## src/sv/lbie_pkg.sv

```systemverilog
// Package with beat types, register map and defaults of the blue LSB embed/extract block.
package lbie_pkg;

  localparam int LengthBitsDefault = 32;
  localparam int AddrWidth         = 4;
  localparam int DataWidth         = 32;

  // Register indexes, taken from paddr[3:2].
  localparam logic [1:0] REG_PARITY_SELECT  = 2'd0;
  localparam logic [1:0] REG_EXTRACT_MODE   = 2'd1;
  localparam logic [1:0] REG_MESSAGE_LENGTH = 2'd2;

  typedef struct packed {
    logic       first_pixel;
    logic [7:0] blue_sample;
    logic [7:0] message_byte;
  } pixel_t;

  typedef struct packed {
    logic [7:0]  blue_out;
    logic        byte_taken;
    logic [7:0]  extracted_byte;
    logic        byte_valid;
    logic [31:0] length_out;
    logic        length_valid;
    logic        done_res;
  } result_t;

endpackage

```

## src/sv/lsb_blue_interleaved_embed_extract.sv

```systemverilog
// Top level of the interleaved blue-channel LSB embed/extract block.
//
// Pixels enter on the sample channel (sample_valid, sample_stall, sample_beat)
// in raster order; first_pixel restarts the pixel index and all counters.
// Every second pixel is a carrier. In embed mode the carriers get the header
// (message length, MSB first) and then the message bytes; byte_taken marks the
// beat whose message_byte was consumed. In extract mode the header and bytes
// are read back from the carrier LSBs and blue_out equals the input.
// Each pixel yields one beat on the result channel (result_valid,
// result_stall, result_beat).
// A pixel passes through the input register and then the result register.
// One pixel is taken per cycle while the receiver does not stall; the per-pixel
// update of the counters and shift register is the only loop.
// When the receiver stalls, the result holds and the input register fills;
// sample_stall rises only once both are occupied. Reset clears the registers,
// the counters and both pipeline stages. Configuration over the APB port must
// be written only while the stream is idle; the block does not enforce this.
module lsb_blue_interleaved_embed_extract
  import lbie_pkg::*;
#(
  parameter int LENGTH_BITS = LengthBitsDefault
) (
  input  logic                 clk,
  input  logic                 rst,
  input  logic                 sample_valid,
  output logic                 sample_stall,
  input  pixel_t               sample_beat,
  output logic                 result_valid,
  input  logic                 result_stall,
  output result_t              result_beat,
  input  logic                 psel,
  input  logic                 penable,
  input  logic                 pwrite,
  input  logic [AddrWidth-1:0] paddr,
  input  logic [DataWidth-1:0] pwdata,
  output logic [DataWidth-1:0] prdata,
  output logic                 pready
);

  localparam int CW = $clog2(LENGTH_BITS);
  localparam logic [CW-1:0] HeaderLast = CW'(LENGTH_BITS - 1);

  typedef enum logic [1:0] {
    PH_HEADER = 2'd0,
    PH_DATA   = 2'd1,
    PH_DONE   = 2'd2
  } phase_t;

  // Configuration registers.
  logic        parity_select;
  logic        extract_mode;
  logic [31:0] message_length;

  // Pipeline registers.
  logic    s1_valid;
  pixel_t  s1_beat;
  logic    load;

  // Stream state.
  logic          index_parity;
  phase_t        phase;
  logic [CW-1:0] header_bit_count;
  logic [2:0]    bit_in_byte;
  logic [7:0]    byte_shift;
  logic [31:0]   bytes_done;
  logic [31:0]   recovered_length;

  logic          index_parity_next;
  phase_t        phase_next;
  logic [CW-1:0] header_bit_count_next;
  logic [2:0]    bit_in_byte_next;
  logic [7:0]    byte_shift_next;
  logic [31:0]   bytes_done_next;
  logic [31:0]   recovered_length_next;

  logic          cur_parity;
  phase_t        cur_phase;
  logic [CW-1:0] cur_hcount;
  logic [2:0]    cur_bit;
  logic [7:0]    cur_shift;
  logic [31:0]   cur_bytes;
  logic [31:0]   cur_length;

  logic [LENGTH_BITS-1:0] header_word;
  logic [31:0]            trunc_length;
  logic [31:0]            target;
  logic [7:0]             src_byte;
  logic                   lsb;
  result_t                res;

  logic cfg_write;

  // Configuration port.
  assign pready    = 1'b1;
  assign cfg_write = psel && penable && pwrite && pready;

  always_comb begin
    case (paddr[3:2])
      REG_PARITY_SELECT:  prdata = {31'd0, parity_select};
      REG_EXTRACT_MODE:   prdata = {31'd0, extract_mode};
      REG_MESSAGE_LENGTH: prdata = message_length;
      default:            prdata = '0;
    endcase
  end

  // Handshake: the input register moves on whenever the result register is free.
  assign load         = s1_valid && (!result_valid || !result_stall);
  assign sample_stall = s1_valid && !load;

  // Header contents: message_length cut or zero-extended to the header width.
  assign header_word  = LENGTH_BITS'(message_length);
  assign trunc_length = 32'(header_word);
  assign lsb          = s1_beat.blue_sample[0];

  always_comb begin
    // A frame start clears the stream state before this pixel is processed.
    if (s1_beat.first_pixel) begin
      cur_parity = 1'b0;
      cur_phase  = PH_HEADER;
      cur_hcount = '0;
      cur_bit    = '0;
      cur_shift  = '0;
      cur_bytes  = '0;
      cur_length = '0;
    end else begin
      cur_parity = index_parity;
      cur_phase  = phase;
      cur_hcount = header_bit_count;
      cur_bit    = bit_in_byte;
      cur_shift  = byte_shift;
      cur_bytes  = bytes_done;
      cur_length = recovered_length;
    end

    index_parity_next     = ~cur_parity;
    phase_next            = cur_phase;
    header_bit_count_next = cur_hcount;
    bit_in_byte_next      = cur_bit;
    byte_shift_next       = cur_shift;
    bytes_done_next       = cur_bytes;
    recovered_length_next = cur_length;
    target                = trunc_length;
    src_byte              = cur_shift;

    res                = '0;
    res.blue_out       = s1_beat.blue_sample;

    if (cur_parity == parity_select) begin
      case (cur_phase)
        PH_HEADER: begin
          if (extract_mode) begin
            recovered_length_next = {cur_length[30:0], lsb};
          end else begin
            res.blue_out = {s1_beat.blue_sample[7:1], header_word[HeaderLast - cur_hcount]};
          end
          if (cur_hcount >= HeaderLast) begin
            header_bit_count_next = '0;
            if (extract_mode) begin
              res.length_valid = 1'b1;
              target           = recovered_length_next;
            end
            phase_next = (target == 32'd0) ? PH_DONE : PH_DATA;
          end else begin
            header_bit_count_next = cur_hcount + CW'(1);
          end
        end
        PH_DATA: begin
          if (extract_mode) begin
            target          = cur_length;
            byte_shift_next = {cur_shift[6:0], lsb};
          end else begin
            // The first carrier of each byte loads the next message byte.
            if (cur_bit == 3'd0) begin
              src_byte       = s1_beat.message_byte;
              res.byte_taken = 1'b1;
            end
            res.blue_out    = {s1_beat.blue_sample[7:1], src_byte[7]};
            byte_shift_next = {src_byte[6:0], 1'b0};
          end
          if (cur_bit == 3'd7) begin
            bit_in_byte_next = '0;
            if (extract_mode) begin
              res.extracted_byte = byte_shift_next;
              res.byte_valid     = 1'b1;
            end
            bytes_done_next = cur_bytes + 32'd1;
            if (bytes_done_next >= target) begin
              phase_next = PH_DONE;
            end
          end else begin
            bit_in_byte_next = cur_bit + 3'd1;
          end
        end
        default: begin
        end
      endcase
    end

    res.length_out = recovered_length_next;
    res.done_res   = (phase_next != PH_HEADER) && (phase_next != PH_DATA);
  end

  always_ff @(posedge clk) begin
    if (rst) begin
      parity_select    <= 1'b0;
      extract_mode     <= 1'b0;
      message_length   <= '0;
      s1_valid         <= 1'b0;
      result_valid     <= 1'b0;
      index_parity     <= 1'b0;
      phase            <= PH_HEADER;
      header_bit_count <= '0;
      bit_in_byte      <= '0;
      byte_shift       <= '0;
      bytes_done       <= '0;
      recovered_length <= '0;
    end else begin
      if (cfg_write) begin
        case (paddr[3:2])
          REG_PARITY_SELECT:  parity_select  <= pwdata[0];
          REG_EXTRACT_MODE:   extract_mode   <= pwdata[0];
          REG_MESSAGE_LENGTH: message_length <= pwdata;
          default: begin
          end
        endcase
      end

      if (sample_valid && !sample_stall) begin
        s1_valid <= 1'b1;
      end else if (load) begin
        s1_valid <= 1'b0;
      end

      if (load) begin
        result_valid     <= 1'b1;
        index_parity     <= index_parity_next;
        phase            <= phase_next;
        header_bit_count <= header_bit_count_next;
        bit_in_byte      <= bit_in_byte_next;
        byte_shift       <= byte_shift_next;
        bytes_done       <= bytes_done_next;
        recovered_length <= recovered_length_next;
      end else if (!result_stall) begin
        result_valid <= 1'b0;
      end
    end
  end

  // Payload registers carry no reset.
  always_ff @(posedge clk) begin
    if (sample_valid && !sample_stall) begin
      s1_beat <= sample_beat;
    end
    if (load) begin
      result_beat <= res;
    end
  end

endmodule

```

## config.mk

```make
export PLATFORM = sky130hd
export DESIGN_NAME = lsb_blue_interleaved_embed_extract
export DESIGN_NICKNAME = d
export VERILOG_FILES = /design/src/sv/lbie_pkg.sv /design/src/sv/lsb_blue_interleaved_embed_extract.sv
export SDC_FILE = /design/constraint.sdc
export NUM_CORES = 1
export LEC_CHECK = 0
export BUFFER_PORTS_ARGS = -buffer_cell sky130_fd_sc_hd__clkbuf_2
export CORE_MARGIN = 2
export CORE_UTILIZATION = 40
export DETAILED_ROUTE_END_ITERATION = 6
export PLACE_DENSITY = 0.68
export SETUP_SLACK_MARGIN = 0.2
export SLEW_MARGIN = 20
export SYNTH_ARGS = -nofsm -noshare
export SYNTH_HDL_FRONTEND = slang
export SYNTH_SLANG_ARGS = --single-unit
```

## constraint.sdc

```tcl
create_clock -name clk -period 5.4 [get_ports clk]
set_clock_uncertainty 0.1 [all_clocks]
set_input_delay 0.27 -clock clk [delete_from_list [all_inputs] [get_ports clk]]
set_output_delay 0.27 -clock clk [all_outputs]
set_load 0.02 [all_outputs]
```

## Yosys cells after proc, flatten, opt, wreduce, memory -nomap -nowiden

Cells that the tools add are included.

| cells by class | value |
|---|---|
| bitwise operators | 3 |
| equality and inequality tests | 7 |
| add/subtract/negate cells | 4 |
| multiplexer cells | 52 |
| reduce and logical (&&, ||, !) cells | 24 |
| $lt $le $gt $ge | 3 |

Operators with widths:

| operator | count |
|---|---|
| 32-bit two-way mux | 15 |
| 32-bit one-hot mux with 3 select lines | 1 |
| 8-bit two-way mux | 5 |
| 32-bit by 1-bit adder with 32-bit output (second input constant) | 1 |
| 32-bit greater-or-equal comparator | 1 |
| 32-bit zero test | 1 |
| 5-bit two-way mux | 4 |
| 9-bit two-way mux | 2 |
| 2-bit two-way mux | 7 |
| 3-bit two-way mux | 4 |
| 11-bit two-way mux | 1 |
| 10-bit two-way mux | 1 |
| 1-bit two-way mux | 9 |
| 1-bit logical AND | 6 |
| 5-bit by 6-bit less-than comparator with 1-bit output (second input constant) | 1 |
| 2-bit AND reduction | 3 |
| 3-bit AND reduction | 2 |
| 5-bit by 1-bit adder with 5-bit output (second input constant) | 1 |
| 1-bit binary-select mux with 5-bit select | 1 |
| 5-bit greater-or-equal comparator (second input constant) | 1 |
| 5-bit subtractor (first input constant) | 1 |
| 2-bit by 1-bit equality test with 1-bit output (second input constant) | 2 |
| 1-bit zero test | 4 |
| 2-bit zero test | 2 |
| other kinds (13) | 17 |

| storage, ports and cells | value |
|---|---|
| logic and storage cells | 115 |
| register bits after elaboration | 188 |
| output and inout port bits | 87 |
| input bits | 60 |

## Logic depth before layout (Yosys ltp)

| logic depth | value |
|---|---|
| depth after elaboration | 13 |
| depth in mapped cells | 21 |
| depth with buffers taken out | 15 |

## Worst setup path before layout

No wires, ideal clock.

| path | value |
|---|---|
| path type | reg-to-reg |
| start point | register s1_beat[16] (netlist name) |
| end point | register result_beat[0] (netlist name) (data pin) |
| required time | 5.040 ns |
| period minus slack after synthesis | 4.675 ns |
| buffers on the path | 7 |
| cell stages (with the launch flop) | 22 |
| setup slack | 0.725 ns |
| library setup time | 0.260 ns |
| arrival | 4.314 ns |
| path through | edfxtp_1 clkbuf_1 buf_2 buf_2 buf_1 buf_1 nor2b_1 ha_1 and3_1 clkbuf_1 nand4_1 nor4bb_1 clkbuf_1 nand2_1 xnor2_1 ha_1 a21oi_1 nand2_1 a221o_1 or3_1 a22oi_1 nand2_1 |

RTL lines:

| element | line | text |
|---|---|---|
| start, declared | lsb_blue_interleaved_embed_extract.sv:56 | `pixel_t s1_beat;` |
| start signal, assigned | lsb_blue_interleaved_embed_extract.sv:252 | `s1_beat <= sample_beat;` |
| end signal, assigned | lsb_blue_interleaved_embed_extract.sv:255 | `result_beat <= res;` |
| end, declared | lsb_blue_interleaved_embed_extract.sv:30 | `output result_t result_beat,` |

==> impl_results.md <==
- Seq/Total Area, Yosys: roughly 44%
- Placed insts: approximately 1.6k
- Crit-path max FO: 18
- Element type at the critical path end: register
- Asr flop ratio synth: 0%
- Worst-Skew Late Latency: about 0.44 ns
- Num CTS Buffers: 17
- Clk slew on worst S/H paths: 0.08 ns
- Initial Utilization: slightly above 40%
- Antenna violations before repair: 0
- R2r startpoint: s1_beat[16]
- DRC violations left: 0
- First-pass GRT wire length: 44300 µm
- Syn_area_per_cell: 8.69 µm²
- DR iter-0 viols: about 730
- Non-filler instance count after layout: ~1.7k
- Ys Warns: 0
- Overflow after GRT: 0
- Hold Path Origin: result_stall
- MaxCap Viol Count: 0
- Avg Vias per Cell: ~5.4
- Post-route ant nets: 0
- Final Max Slew Viols: 0
- RSZ-0062 raised after global routing: false
- Chip Height: 163 µm
- Post-synth EDFFs: 69
- Setup slack on the worst flop-to-flop path: roughly 1.2 ns
- Number of global-route vias before repair: roughly 8.6k
- Synthesized Nets: about 1.3k
- DRT Pass-1 Iters: 6
- DP Wirelength: 19400 µm
- Die area: roughly 27000 µm²
- DR WL/cell: between 15 and 20 µm
- Outcome: finished, final reports clean
- Routed WL: around 28000 µm
- Synth top area cells: dfxtp_1 (24%), edfxtp_1 (21%), nand2_1 (8.9%)
- Setup TNS: 0 ns
- Most frequent cells after synthesis: nand2_1 (239), dfxtp_1 (119), a21oi_1 (90)
- Cells after Synth: around 1.2k
- Multi-input gate area: 5280 µm²
- H-tree Lvls: 4
- Die Span X: between 150 and 200 µm
- Min-delay worst type: in2reg
- Storage cell area: ~4500 µm²
- FF+latch count, synth: approximately 190
- Critical path launch point type: register
- Slew HR: roughly half
- P_leak: around 4.5 nW
- Mapped Area: slightly above 10000 µm²
- Reg2Reg Depth: 16
- Port bufs: between 100 and 150
- Core Rows: 58
- Total GRT Usage: around a fifth
- Synth cell types: just over 70
- CTS sink cnt: approximately 190
- Share of the synthesized area in the top cell type: 23.6%
- Core area: 25000 µm²
- Share of cells above drive strength 1: around 16%
- Post-synth top flop: dfxtp_1
- P&R area growth vs syn: 20.8%
- Worst reg2reg path endpoint: result_beat[0]
- Fin crit period: roughly 4.2 ns
- Arrival @ worst endpoint: ~4.3 ns
- Filler instances: 2335
- Pwr dens: 245 nW/µm²
- Max clock buf depth: 2
- Total number of vias: approximately 9.0k
- Maximum number of pins on one net before global-route repair: 70
- # IOs: between 100 and 150
- Antenna cells: 0
- CTS tree: yes
- Worst-margin pin slew: 0.739 ns
- Hold Path End: result_valid
- Crit path kind: reg2reg
- Fin nets: between 1k and 1.5k
- Hold Vio Cnt, Final: 0
- F_max: roughly 0.24 GHz
- CP required: 5.48 ns
- Final Hold Slack: 0.0351 ns
- Count leader, synth: nand2_1
- Cell taking the most area after synthesis: dfxtp_1
- VDD IR-drop max: ~0.18 mV
- RD Place Congestion: just over 0.9
- Hold Path Stages: 3
- Final setup fails: 0
- Clk root buf: clkbuf_16
- Period utilization: between 70% and 80%
## layout by cell type, fill, tap and decap left out, types with 7 or more instances in the layout
cell type	n
o21ai_0	39
xor2_1	12
nor3_1	18
mux2i_1	7
a22o_1	30
a31oi_1	9
nand2b_1	10
buf_4	20
nand2_1	239
xnor2_1	38
nor2b_1	21
inv_1	21
and3_1	9
nor2_1	89
dfxtp_1	119
and2_1	38
dlygate4sd3_1	51
clkbuf_2	142
edfxtp_1	69
ha_1	38
nor4_1	17
a21oi_1	89
a22oi_1	16
a2bb2oi_1	29
clkbuf_16	17
nand4_1	20
nand3_1	28
## worst max-delay path: stages, from the launching register on
cell	delay (ns)
edfxtp_1	0.40
buf_4	0.22
nor2b_1	0.19
ha_1	0.23
and3_1	0.33
nand4_1	0.21
nor4bb_1	0.29
buf_4	0.19
nand2_1	0.07
xnor2_1	0.14
ha_1	0.34
a21oi_1	0.17
nand2_1	0.07
a221o_1	0.33
or3_1	0.39
a22oi_1	0.22
nand2_1	0.09
## report_power, final
part           internal (mW)  switching [mW]  total, mW
Sequential              1.50          0.0205       1.52
Combinational         0.0897           0.144      0.234
Clock                  0.620           0.611       1.23
## worst max-delay path by stage
stage                 from             end  slack (ns)  cells past startpoint
3_3_place_gp   s1_beat[16]  result_beat[0]        1.27                     16
3_5_place_dp   s1_beat[16]  result_beat[0]        1.21                     16
4_1_cts        s1_beat[16]  result_beat[0]        1.17                     16
6_report       s1_beat[16]  result_beat[0]        1.15                     16
2_1_floorplan  s1_beat[16]  result_beat[0]        0.73                     21
5_1_grt        s1_beat[16]  result_beat[0]        0.80                     16
## repair_timing
action | in CTS | in global routing
setup buffers | 0 | 0
hold buffers | 51 | 0
gates resized for setup | 0 | 0
hold endpoints to repair | 51 | 0
## cell families (layout without fill, tap and decap cells)
logic type,after synthesis,in the layout,synth area share (%)
compound gates,249,249,16.2
xor+xnor,50,50,4.34
fa+ha+maj,38,38,4.71
buf+inv,97,270,3.80
flops,188,188,44.2
mux,16,16,2.15
other cells,1,1,0.0372
simple gates,522,522,24.6
## layout make-up
| cell class | count | share of cell area, % |
|---|---|---|
| multi-input cells | 876 | 43.3 |
| flip-flops and latches | 188 | 36.6 |
| repair buffers | 214 | 11.3 |
| clock buffers | 18 | 3.52 |
| well taps | 330 | 3.39 |
| clock inverters | 14 | 1.21 |
| inverters | 24 | 0.739 |
## routing by layer
metal	GRT usage, %	share of wire [%]	up-vias
met3	2.75	4.4	61
met2	35.0	48	300
met1	27.2	45	4226
li1	-	-	4438
met4	9.29	3.3	0
met5	0	0	-
## registers in the layout, summed over array words and instances, names as in the netlist, 2 cells and up
signal            flops
header_bit_count      5
recovered_length     32
header_word          32
phase                 2
s1_beat              16
bit_in_byte           3
bytes_done           32
result_beat          52
byte_shift            8
## through the flow
step	total power [mW]	util (%)	area (µm²)	setup slack, ns
after global placement	1.75	44.4	11100	1.27
final	2.98	48.8	12200	1.15
after CTS	3.01	48.8	12200	1.17
after global routing	3.08	48.8	12200	0.798
after detailed placement	1.76	44.4	11100	1.21
after floorplan	1.68	-	10100	0.725
No activity file was read; power rests on OpenSTA's default activity.
